### src/sse_pkg.sv
// shared constants, codes and item types of the scalar to sparse encoder
`timescale 1ns / 1ps
package sse_pkg;

  // defaults of the top-level parameters
  localparam int DEF_MAX_CODE_SIZE = 4096;
  localparam int DEF_MAX_ACTIVE    = 64;

  // field widths
  localparam int SAMPLE_W    = 32;
  localparam int SIZE_W      = 13;
  localparam int ACT_W       = 7;
  localparam int INDEX_W     = 12;
  localparam int STATUS_W    = 2;
  localparam int CFG_INDEX_W = 3;
  localparam int CFG_DATA_W  = 32;

  // product and rounded start
  localparam int PROD_W  = 2 * SAMPLE_W;
  localparam int START_W = SAMPLE_W + 1;

  // remainder pipeline: bits of the start consumed per stage
  localparam int MOD_STEP   = 4;
  localparam int MOD_STAGES = (START_W + MOD_STEP - 1) / MOD_STEP;
  localparam int MOD_W      = MOD_STAGES * MOD_STEP;

  // result status codes
  localparam logic [STATUS_W-1:0] ST_OK    = 2'd0;
  localparam logic [STATUS_W-1:0] ST_EMPTY = 2'd1;
  localparam logic [STATUS_W-1:0] ST_ERROR = 2'd2;

  // register indexes
  localparam logic [CFG_INDEX_W-1:0] CFG_RANGE_MIN      = 3'd0;
  localparam logic [CFG_INDEX_W-1:0] CFG_RANGE_MAX      = 3'd1;
  localparam logic [CFG_INDEX_W-1:0] CFG_INV_RESOLUTION = 3'd2;
  localparam logic [CFG_INDEX_W-1:0] CFG_CODE_SIZE      = 3'd3;
  localparam logic [CFG_INDEX_W-1:0] CFG_ACTIVE_COUNT   = 3'd4;
  localparam logic [CFG_INDEX_W-1:0] CFG_PERIODIC_MODE  = 3'd5;
  localparam logic [CFG_INDEX_W-1:0] CFG_CLIP_ENABLE    = 3'd6;

  // register reset values
  localparam logic [SAMPLE_W-1:0] RST_RANGE_MIN      = 32'd0;
  localparam logic [SAMPLE_W-1:0] RST_RANGE_MAX      = 32'd6553600;
  localparam logic [SAMPLE_W-1:0] RST_INV_RESOLUTION = 32'd65536;
  localparam logic [SIZE_W-1:0]   RST_CODE_SIZE      = 13'd121;
  localparam logic [ACT_W-1:0]    RST_ACTIVE_COUNT   = 7'd21;

  typedef struct packed {
    logic signed [SAMPLE_W-1:0] range_min;
    logic signed [SAMPLE_W-1:0] range_max;
    logic [SAMPLE_W-1:0]        inv_resolution;
    logic [SIZE_W-1:0]          code_size;
    logic [ACT_W-1:0]           active_count;
    logic                       periodic_mode;
    logic                       clip_enable;
  } sse_cfg_t;

  // after range check: offset from range_min, zero when not positive
  typedef struct packed {
    logic [STATUS_W-1:0] status;
    logic [SAMPLE_W-1:0] diff;
  } sse_front_t;

  // rounded start, zero padded on top, and the running remainder
  typedef struct packed {
    logic [STATUS_W-1:0] status;
    logic [MOD_W-1:0]    value;
    logic [SIZE_W-1:0]   rem;
  } sse_mod_t;

  // one run handed to the emitter
  typedef struct packed {
    logic [STATUS_W-1:0] status;
    logic [SIZE_W-1:0]   start;
    logic [ACT_W-1:0]    act;
  } sse_run_t;

endpackage

### src/sse_front.sv
// front stage: nan and range checks, clipping and offset from range_min
`timescale 1ns / 1ps
module sse_front import sse_pkg::*; (
  input  logic                       clk,
  input  logic                       rst,
  input  logic                       in_valid,
  output logic                       in_ready,
  input  logic signed [SAMPLE_W-1:0] sample,
  input  logic                       not_a_number,
  input  sse_cfg_t                   cfg,
  output logic                       out_valid,
  output sse_front_t                 out_item,
  input  logic                       out_ready
);

  logic                       valid;
  sse_front_t                 item;
  sse_front_t                 item_next;
  logic signed [SAMPLE_W-1:0] lo;
  logic signed [SAMPLE_W-1:0] hi;
  logic signed [SAMPLE_W-1:0] xc;
  logic signed [SAMPLE_W:0]   d;

  always_comb begin
    lo = cfg.range_min;
    hi = cfg.range_max;
    // low bound first, so an inverted range ends at range_max
    xc = (sample < lo) ? lo : sample;
    xc = (xc > hi) ? hi : xc;
    d  = $signed({xc[SAMPLE_W-1], xc}) - $signed({lo[SAMPLE_W-1], lo});
    item_next.diff = (!d[SAMPLE_W] && (d != '0)) ? d[SAMPLE_W-1:0] : '0;
    if (not_a_number) begin
      item_next.status = ST_EMPTY;
    end else if (cfg.clip_enable && cfg.periodic_mode) begin
      item_next.status = ST_ERROR;
    end else if (!cfg.clip_enable && ((sample < lo) || (sample > hi))) begin
      item_next.status = ST_ERROR;
    end else begin
      item_next.status = ST_OK;
    end
  end

  assign in_ready = !valid || out_ready;

  always_ff @(posedge clk) begin
    if (rst) begin
      valid <= 1'b0;
    end else if (in_ready) begin
      valid <= in_valid;
    end
  end

  always_ff @(posedge clk) begin
    if (in_ready && in_valid) begin
      item <= item_next;
    end
  end

  assign out_valid = valid;
  assign out_item  = item;

endmodule

### src/sse_scale.sv
// scale stages: multiply by the reciprocal resolution, then round half up
`timescale 1ns / 1ps
module sse_scale import sse_pkg::*; (
  input  logic                clk,
  input  logic                rst,
  input  logic                in_valid,
  output logic                in_ready,
  input  sse_front_t          in_item,
  input  logic [SAMPLE_W-1:0] inv_resolution,
  output logic                out_valid,
  output sse_mod_t            out_item,
  input  logic                out_ready
);

  localparam logic [PROD_W:0] HALF = (PROD_W + 1)'(64'd1 << (SAMPLE_W - 1));

  logic                valid_a;
  logic [STATUS_W-1:0] status_a;
  logic [PROD_W-1:0]   prod_a;
  logic                ready_a;
  logic                valid_b;
  sse_mod_t            item_b;
  logic                ready_b;
  logic [PROD_W:0]     sum;

  assign ready_b  = !valid_b || out_ready;
  assign ready_a  = !valid_a || ready_b;
  assign in_ready = ready_a;

  // Q32.32 product, one 32 by 32 multiply
  always_ff @(posedge clk) begin
    if (rst) begin
      valid_a <= 1'b0;
    end else if (ready_a) begin
      valid_a <= in_valid;
    end
  end

  always_ff @(posedge clk) begin
    if (ready_a && in_valid) begin
      status_a <= in_item.status;
      prod_a   <= {{SAMPLE_W{1'b0}}, in_item.diff} * {{SAMPLE_W{1'b0}}, inv_resolution};
    end
  end

  assign sum = {1'b0, prod_a} + HALF;

  always_ff @(posedge clk) begin
    if (rst) begin
      valid_b <= 1'b0;
    end else if (ready_b) begin
      valid_b <= valid_a;
    end
  end

  always_ff @(posedge clk) begin
    if (ready_b && valid_a) begin
      item_b.status <= status_a;
      item_b.value  <= {{(MOD_W - START_W){1'b0}}, sum[PROD_W:SAMPLE_W]};
      item_b.rem    <= '0;
    end
  end

  assign out_valid = valid_b;
  assign out_item  = item_b;

endmodule

### src/sse_mod_stage.sv
// one stage of the restoring remainder pipeline for start modulo code size
`timescale 1ns / 1ps
module sse_mod_stage import sse_pkg::*; #(
  parameter int STAGE = 0
) (
  input  logic              clk,
  input  logic              rst,
  input  logic              in_valid,
  output logic              in_ready,
  input  sse_mod_t          in_item,
  input  logic [SIZE_W-1:0] size,
  output logic              out_valid,
  output sse_mod_t          out_item,
  input  logic              out_ready
);

  localparam int TOP = MOD_W - 1 - STAGE * MOD_STEP;

  logic              valid;
  sse_mod_t          item;
  logic [SIZE_W-1:0] rem_next;

  // msb first, one dividend bit per step
  always_comb begin
    logic [SIZE_W:0] t;
    rem_next = in_item.rem;
    for (int j = 0; j < MOD_STEP; j++) begin
      t = {rem_next, in_item.value[TOP - j]};
      if (t >= {1'b0, size}) begin
        t = t - {1'b0, size};
      end
      rem_next = t[SIZE_W-1:0];
    end
  end

  assign in_ready = !valid || out_ready;

  always_ff @(posedge clk) begin
    if (rst) begin
      valid <= 1'b0;
    end else if (in_ready) begin
      valid <= in_valid;
    end
  end

  always_ff @(posedge clk) begin
    if (in_ready && in_valid) begin
      item.status <= in_item.status;
      item.value  <= in_item.value;
      item.rem    <= rem_next;
    end
  end

  assign out_valid = valid;
  assign out_item  = item;

endmodule

### src/sse_emit.sv
// run emitter: one index per cycle into the output register, unless stalled
`timescale 1ns / 1ps
module sse_emit import sse_pkg::*; (
  input  logic                clk,
  input  logic                rst,
  input  logic                run_valid,
  output logic                run_ready,
  input  sse_run_t            run_item,
  input  logic [SIZE_W-1:0]   size,
  output logic                out_valid,
  input  logic                out_stall,
  output logic [INDEX_W-1:0]  bit_index,
  output logic                last,
  output logic [STATUS_W-1:0] status
);

  logic                busy;
  logic [SIZE_W-1:0]   idx;
  logic [SIZE_W-1:0]   idx_inc;
  logic [ACT_W-1:0]    cnt;
  logic [STATUS_W-1:0] run_status;
  logic                out_load;
  logic                emit;
  logic                is_last;
  logic                valid_q;
  logic [INDEX_W-1:0]  index_q;
  logic                last_q;
  logic [STATUS_W-1:0] status_q;

  assign out_load  = !valid_q || !out_stall;
  assign emit      = busy && out_load;
  assign is_last   = (cnt == ACT_W'(1)) || (run_status != ST_OK);
  assign run_ready = !busy || (emit && is_last);
  assign idx_inc   = idx + SIZE_W'(1);

  always_ff @(posedge clk) begin
    if (rst) begin
      busy <= 1'b0;
    end else if (run_ready) begin
      busy <= run_valid;
    end
  end

  always_ff @(posedge clk) begin
    if (run_ready && run_valid) begin
      idx        <= run_item.start;
      cnt        <= (run_item.status == ST_OK) ? run_item.act : ACT_W'(1);
      run_status <= run_item.status;
    end else if (emit) begin
      // wrap past the end of the code
      idx <= (idx_inc == size) ? '0 : idx_inc;
      cnt <= cnt - ACT_W'(1);
    end
  end

  always_ff @(posedge clk) begin
    if (rst) begin
      valid_q <= 1'b0;
    end else if (out_load) begin
      valid_q <= emit;
    end
  end

  always_ff @(posedge clk) begin
    if (emit) begin
      index_q  <= (run_status == ST_OK) ? idx[INDEX_W-1:0] : '0;
      last_q   <= is_last;
      status_q <= run_status;
    end
  end

  assign out_valid = valid_q;
  assign bit_index = index_q;
  assign last      = last_q;
  assign status    = status_q;

endmodule

### src/scalar_to_sparse_encoder.sv
// top level of the scalar to sparse encoder
`timescale 1ns / 1ps
// Encodes one signed Q16.16 sample into a contiguous run of active bit
// indices of a sparse code, one result item per index, ascending (in
// periodic mode wrapping to 0 past the code end), the final one marked by
// last. A NaN sample gives a single item with status 1, a range or mode
// error a single item with status 2, both with bit_index 0. Results leave
// at one item per cycle while out_stall is low; a good sample gives
// active_count items (after limiting to 1..MAX_ACTIVE and below the code
// size), a NaN or error sample one item. The run emitter, which produces
// one index per cycle, sets that rate. A new sample can be accepted every
// cycle while the pipeline has room. The range stage loads at the accepting
// edge; multiply, rounding, nine remainder stages, emitter load and output
// register follow. Registers are to be written by the user only while no
// item is in flight, not enforced by the block; cfg_ready is always high.
module scalar_to_sparse_encoder import sse_pkg::*; #(
  parameter int MAX_CODE_SIZE = DEF_MAX_CODE_SIZE,
  parameter int MAX_ACTIVE    = DEF_MAX_ACTIVE
) (
  input  logic                       clk,
  input  logic                       rst,
  // input items
  input  logic                       in_valid,
  output logic                       in_stall,
  input  logic signed [SAMPLE_W-1:0] sample,
  input  logic                       not_a_number,
  // result items
  output logic                       out_valid,
  input  logic                       out_stall,
  output logic [INDEX_W-1:0]         bit_index,
  output logic                       last,
  output logic [STATUS_W-1:0]        status,
  // register writes
  input  logic                       cfg_valid,
  output logic                       cfg_ready,
  input  logic [CFG_INDEX_W-1:0]     cfg_index,
  input  logic [CFG_DATA_W-1:0]      cfg_data
);

  sse_cfg_t          cfg;
  logic [SIZE_W-1:0] size_eff;
  logic [ACT_W-1:0]  act_eff;
  logic [SIZE_W-1:0] size_less_one;
  logic [SIZE_W-1:0] clamp_start;

  logic              front_ready;
  logic              front_valid;
  sse_front_t        front_item;
  logic              scale_ready;

  logic     [MOD_STAGES:0] mod_valid;
  logic     [MOD_STAGES:0] mod_ready;
  sse_mod_t mod_item [MOD_STAGES+1];

  sse_run_t          run_item;
  logic              run_ready;

  // configuration registers, writes never stall
  assign cfg_ready = 1'b1;

  always_ff @(posedge clk) begin
    if (rst) begin
      cfg.range_min      <= RST_RANGE_MIN;
      cfg.range_max      <= RST_RANGE_MAX;
      cfg.inv_resolution <= RST_INV_RESOLUTION;
      cfg.code_size      <= RST_CODE_SIZE;
      cfg.active_count   <= RST_ACTIVE_COUNT;
      cfg.periodic_mode  <= 1'b0;
      cfg.clip_enable    <= 1'b0;
    end else if (cfg_valid && cfg_ready) begin
      unique case (cfg_index)
        CFG_RANGE_MIN:      cfg.range_min      <= cfg_data;
        CFG_RANGE_MAX:      cfg.range_max      <= cfg_data;
        CFG_INV_RESOLUTION: cfg.inv_resolution <= cfg_data;
        CFG_CODE_SIZE:      cfg.code_size      <= cfg_data[SIZE_W-1:0];
        CFG_ACTIVE_COUNT:   cfg.active_count   <= cfg_data[ACT_W-1:0];
        CFG_PERIODIC_MODE:  cfg.periodic_mode  <= cfg_data[0];
        CFG_CLIP_ENABLE:    cfg.clip_enable    <= cfg_data[0];
        default: begin
          // unused index, write ignored
        end
      endcase
    end
  end

  // effective size, run length; user keeps registers static while busy, unchecked
  always_comb begin
    if (cfg.code_size < SIZE_W'(2)) begin
      size_eff = SIZE_W'(2);
    end else if (32'(cfg.code_size) > 32'(MAX_CODE_SIZE)) begin
      size_eff = SIZE_W'(MAX_CODE_SIZE);
    end else begin
      size_eff = cfg.code_size;
    end
    size_less_one = size_eff - SIZE_W'(1);

    if (cfg.active_count == '0) begin
      act_eff = ACT_W'(1);
    end else if (32'(cfg.active_count) > 32'(MAX_ACTIVE)) begin
      act_eff = ACT_W'(MAX_ACTIVE);
    end else begin
      act_eff = cfg.active_count;
    end
    // the run must leave at least one bit inactive
    if ({{(SIZE_W - ACT_W){1'b0}}, act_eff} > size_less_one) begin
      act_eff = size_less_one[ACT_W-1:0];
    end
  end

  // range check, clipping and offset
  sse_front u_front (
    .clk          (clk),
    .rst          (rst),
    .in_valid     (in_valid),
    .in_ready     (front_ready),
    .sample       (sample),
    .not_a_number (not_a_number),
    .cfg          (cfg),
    .out_valid    (front_valid),
    .out_item     (front_item),
    .out_ready    (scale_ready)
  );

  assign in_stall = !front_ready;

  // multiply and round half up to the run start
  sse_scale u_scale (
    .clk            (clk),
    .rst            (rst),
    .in_valid       (front_valid),
    .in_ready       (scale_ready),
    .in_item        (front_item),
    .inv_resolution (cfg.inv_resolution),
    .out_valid      (mod_valid[0]),
    .out_item       (mod_item[0]),
    .out_ready      (mod_ready[0])
  );

  // start modulo code size, four dividend bits per stage
  for (genvar g = 0; g < MOD_STAGES; g++) begin : g_mod
    sse_mod_stage #(
      .STAGE (g)
    ) u_mod (
      .clk       (clk),
      .rst       (rst),
      .in_valid  (mod_valid[g]),
      .in_ready  (mod_ready[g]),
      .in_item   (mod_item[g]),
      .size      (size_eff),
      .out_valid (mod_valid[g+1]),
      .out_item  (mod_item[g+1]),
      .out_ready (mod_ready[g+1])
    );
  end

  // periodic takes the remainder, otherwise the start is clamped so the run fits
  assign clamp_start = size_eff - {{(SIZE_W - ACT_W){1'b0}}, act_eff};

  always_comb begin
    run_item.status = mod_item[MOD_STAGES].status;
    run_item.act    = act_eff;
    if (cfg.periodic_mode) begin
      run_item.start = mod_item[MOD_STAGES].rem;
    end else if (mod_item[MOD_STAGES].value >
                 {{(MOD_W - SIZE_W){1'b0}}, clamp_start}) begin
      run_item.start = clamp_start;
    end else begin
      run_item.start = mod_item[MOD_STAGES].value[SIZE_W-1:0];
    end
  end

  assign mod_ready[MOD_STAGES] = run_ready;

  // one index per cycle into the output register, unless out_stall holds it
  sse_emit u_emit (
    .clk       (clk),
    .rst       (rst),
    .run_valid (mod_valid[MOD_STAGES]),
    .run_ready (run_ready),
    .run_item  (run_item),
    .size      (size_eff),
    .out_valid (out_valid),
    .out_stall (out_stall),
    .bit_index (bit_index),
    .last      (last),
    .status    (status)
  );

endmodule

### config.mk
export PLATFORM = sky130hd
export DESIGN_NAME = scalar_to_sparse_encoder
export DESIGN_NICKNAME = d
export VERILOG_FILES = /design/src/sse_pkg.sv /design/src/sse_front.sv /design/src/sse_scale.sv /design/src/sse_mod_stage.sv /design/src/sse_emit.sv /design/src/scalar_to_sparse_encoder.sv
export SDC_FILE = /design/constraint.sdc
export NUM_CORES = 2
export LEC_CHECK = 0
export BUFFER_PORTS_ARGS = -buffer_cell sky130_fd_sc_hd__clkbuf_2
export CORE_MARGIN = 2
export CORE_UTILIZATION = 60
export CTS_CLUSTER_DIAMETER = 50
export DETAILED_ROUTE_END_ITERATION = 10
export PLACE_DENSITY = 0.76
export SETUP_SLACK_MARGIN = 0.02
export SYNTH_ARGS = -nofsm -noshare
export SYNTH_HDL_FRONTEND = slang
export SYNTH_SLANG_ARGS = --single-unit
### constraint.sdc
create_clock -name clk -period 27.2 [get_ports clk]
set_input_delay 2.72 -clock clk [delete_from_list [all_inputs] [get_ports clk]]
set_output_delay 2.72 -clock clk [all_outputs]
set_load 0.02 [all_outputs]
==> results.py <==
metrics = {
    "outcome": {
        "status": "completed",
    },
    "synth": {
        "yosysWarnings": 0,
        "netlist_instances": 9419,
        "seq_area_frac_synth_pct": 23.1,
        "ys.flop_type": "edfxtp_1",
        "async_flop_share_pct": 0,
        "yosysUniqueCellTypes": 107,
        "avgSynthCellArea_um2": 9.14,
        "synth_edf_count": 573,
        "syn_area_um2": 86100,
        "ys_seq_elements": 705,
    },
    "finish": {
        "fin_cells": 11400,
        "area_delta_synth_final_pct": 6.77,
        "final_core_util_pct": 64.3,
        "nets": 11200,
        "drive_gt1_share_pct": 6.54,
    },
    "sta": {
        "slew_violations": 0,
        "setup_viol": 0,
        "rsz0062_at_grt": "no",
        "maxSlewHeadroom_pct": 16.7,
        "finalCritPeriodShare_pct": 49.2,
        "tns_ns": 0,
        "final-hold-violation-count": 0,
        "max_freq_mhz": 74.7,
        "fin_crit_ns": 13.39,
        "skew_ns": 0.0660,
        "tightest_slew_ns": 1.24,
    },
    "clock_network": {
        "cts-resized-gates": 0,
        "clk_latency_ns": 0.72,
        "post-cts-setup-buffers": 0,
        "clkSinkCount": 705,
        "cts_buffers": 89,
        "path_clk_slew_ns": 0.07,
        "cts_root_buf": "clkbuf_16",
        "ctsHoldBuffers": 0,
        "cts_tree": "done",
        "cts_buffer_depth": 3,
        "cts_htree_levels": 3,
    },
    "setup_path": {
        "critPathKind": "reg -> reg",
        "cpMostUsedCell": "o21ai_0",
        "critical_path.top_delay_family": "compound AO/OA/AOI/OAI gates",
        "regToRegEndpoint": "g_mod[1].u_mod.out_item[2]$_DFFE_PP_",
        "required_ns": 27.65,
        "ff2ff_setup_slack_ns": 13.81,
        "cp_slowest_cell": "nor4_4",
        "critical_path.max_stage_delay_ns": 0.86,
        "worstSetupStartpoint": "cfg[17]$_SDFFE_PP0P_",
        "cp.arrival_ns": 13.85,
        "crit_fanout": 24,
        "cp_num_buf_inv": 0,
        "worstSetupStartpointType": "register",
        "worstSetupEndpointType": "register",
        "reg2regPathDepth": 37,
        "rr_startpoint": "cfg[17]$_SDFFE_PP0P_",
    },
    "min_path": {
        "hp-start": "g_mod[6].u_mod.out_item[29]$_DFFE_PP_",
        "min_path_type": "reg -> reg",
        "min_path_cells": 0,
        "min_to": "g_mod[7].u_mod.out_item[29]$_DFFE_PP_",
    },
    "detailed_routing": {
        "postRouteAntennaNets": 0,
        "num_vias": 69600,
        "wl_per_cell_um": 22.3,
        "drc_errors": 0,
        "wl_um": 254000,
        "vias_per_cell": 6.12,
        "drt-pass1-iter-count": 8,
        "first_iter_violations": 5879,
    },
    "grt": {
        "grt_max_degree": 98,
        "grt_first_pass_wirelength_um": 393000,
        "grt.overflow.total": 0,
        "antenna_found_initial": 51,
        "grtUsageTotal_pct": 34.6,
        "grt_pass1_vias": 69300,
    },
    "die": {
        "ios": 91,
        "rows": 139,
        "die_w_um": 383,
        "initial_core_util_pct": 60.2,
        "die_y_um": 383,
        "coreArea_um2": 143000,
        "die_area_um2": 147000,
    },
    "placement": {
        "dp_cells": 11200,
        "gp_congestion": 0.979,
        "dp_hpwl_um": 193000,
        "io_buffers": 89,
    },
    "power": {
        "irDropWorstVdd_uv": 130,
        "power_density_nw_per_um2": 78.4,
        "p_clk_share_pct": 16.9,
        "p_leak_uw": 0.0402,
        "p_sw_share_pct": 45.4,
        "p_int_uw": 3940,
        "seqPwrFrac_pct": 19.8,
        "comb_power_share_pct": 63.3,
        "netSwitchingPower_uw": 3270,
    },
    "run": {
        "maxCapViolCount": 0,
    },
}
## through the flow
step | instance area (um^2) | worst slack, ns | total power [uW] | hold WS [ns]
final | 91900 | 13.81 | 7210 | 0.358
after global routing | 91900 | 12.64 | 7740 | 0.377
after CTS | 91900 | 14.05 | 7160 | 0.369
after detailed placement | 88800 | 14.13 | 5900 | 0.405
after global placement | 88800 | 14.40 | 5810 | 0.401
after floorplan | 86100 | 14.65 | 4850 | 0.400
## worst max path at each step
stage	end	slack, ns	cells past startpoint
6_report	g_mod[1].u_mod.out_item[2]$_DFFE_PP_	13.81	37
5_1_grt	g_mod[1].u_mod.out_item[2]$_DFFE_PP_	12.64	37
4_1_cts	g_mod[1].u_mod.out_item[2]$_DFFE_PP_	14.05	37
3_5_place_dp	g_mod[1].u_mod.out_item[12]$_DFFE_PP_	14.13	37
3_3_place_gp	u_front.out_item[25]$_SDFFCE_PN0P_	14.40	49
2_1_floorplan	g_mod[1].u_mod.out_item[2]$_DFFE_PP_	14.65	45
## Yosys cell counts (32+ instances only)
cell type	n	area (um^2)
nand2_1	1446	5430
inv_1	1256	4710
fa_1	912	18300
ha_1	873	10900
edfxtp_1	573	17200
a21oi_1	526	2630
nor2_1	431	1620
o21ai_0	384	1920
clkbuf_1	323	1210
xnor2_1	308	2700
and2_1	268	1680
a21o_1	172	1290
nand4_1	154	963
xor2_1	149	1310
mux2_2	138	1550
dfxtp_1	132	2640
nand3_1	126	631
nor2b_1	111	694
nor3_1	106	531
nand2b_1	75	469
o21a_1	66	495
o31ai_1	59	443
mux2i_1	53	531
a21boi_0	49	368
a211oi_1	42	315
a31oi_1	42	263
and3_1	42	263
mux2_1	41	462
o221ai_1	41	359
o21bai_1	40	300
o211ai_1	34	255
or3_1	32	200
## registers in the layout, indices dropped and copies added, names as in the netlist, 7 cells and up
signal / flops
u_emit.bit_index: 12
u_front.out_item: 34
u_emit.cnt: 7
u_scale.prod_a: 33
cfg: 118
g_mod.u_mod.out_item: 432
u_emit.idx: 13
u_scale.out_item: 35
g_mod.u_mod.out_valid: 9
## power groups by stage
stage	registers [uW]	logic, uW	clock network (uW)
finish	1430	4570	1220
global route	1430	5030	1270
CTS	1430	4500	1230
detailed placement	1450	4450	0
global placement	1450	4360	0
floorplan	1440	3410	0
## kinds of logic (layout without fill, tap and decap cells)
group	count (synthesis)	count (layout)	synth area share, %
compound gates	1678	1678	12.4
xor+xnor	457	457	4.65
fa+ha+maj	1792	1792	34.0
buf+inv	1618	1647	7.11
flops	705	705	23.1
mux	243	243	3.16
other cells	2	30	0.00872
simple gates	2924	2924	15.7
## layout make-up
| cell class | instances | area (um^2) |
|---|---|---|
| antenna | 24 | 60.1 |
| clock buffer | 99 | 2320 |
| clock inverter | 68 | 772 |
| fill | 11700 | 51000 |
| inverter | 1261 | 4730 |
| multi-input combinational | 7100 | 60400 |
| sequential | 705 | 19900 |
| tap | 1903 | 2380 |
| timing repair buffer | 219 | 1440 |
## per-layer routing
layer	track usage, %	share of wire [%]	up-vias
li1	-	-	31700
met5	0.761	0.14	-
met1	45.8	40	34000
met2	55.1	45	3204
met4	14.4	4.5	42
met3	7.65	9.9	673
## cell usage in the layout (no fill, tap or decap), types with 25 or more instances in the layout
cell / count
a31oi_1: 39
o21ai_0: 384
edfxtp_1: 573
o21bai_1: 39
and3_1: 42
nand2_1: 1439
xnor2_1: 308
mux2i_1: 53
a21o_1: 172
a21oi_1: 526
o21a_1: 66
a211oi_1: 41
xor2_1: 149
nor3_1: 106
o221ai_1: 41
mux2_2: 138
nand2b_1: 74
and2_1: 270
or3_1: 32
clkbuf_2: 89
buf_4: 130
nor2b_1: 106
inv_1: 1252
o211ai_1: 34
nand3_1: 126
nor2_1: 429
dfxtp_1: 127
nor4_1: 25
ha_1: 873
a21boi_0: 44
fa_1: 912
nand4_1: 154
clkbuf_16: 91
o31ai_1: 59
mux2_1: 41
Note: power is estimated with default switching activity, not from simulation.
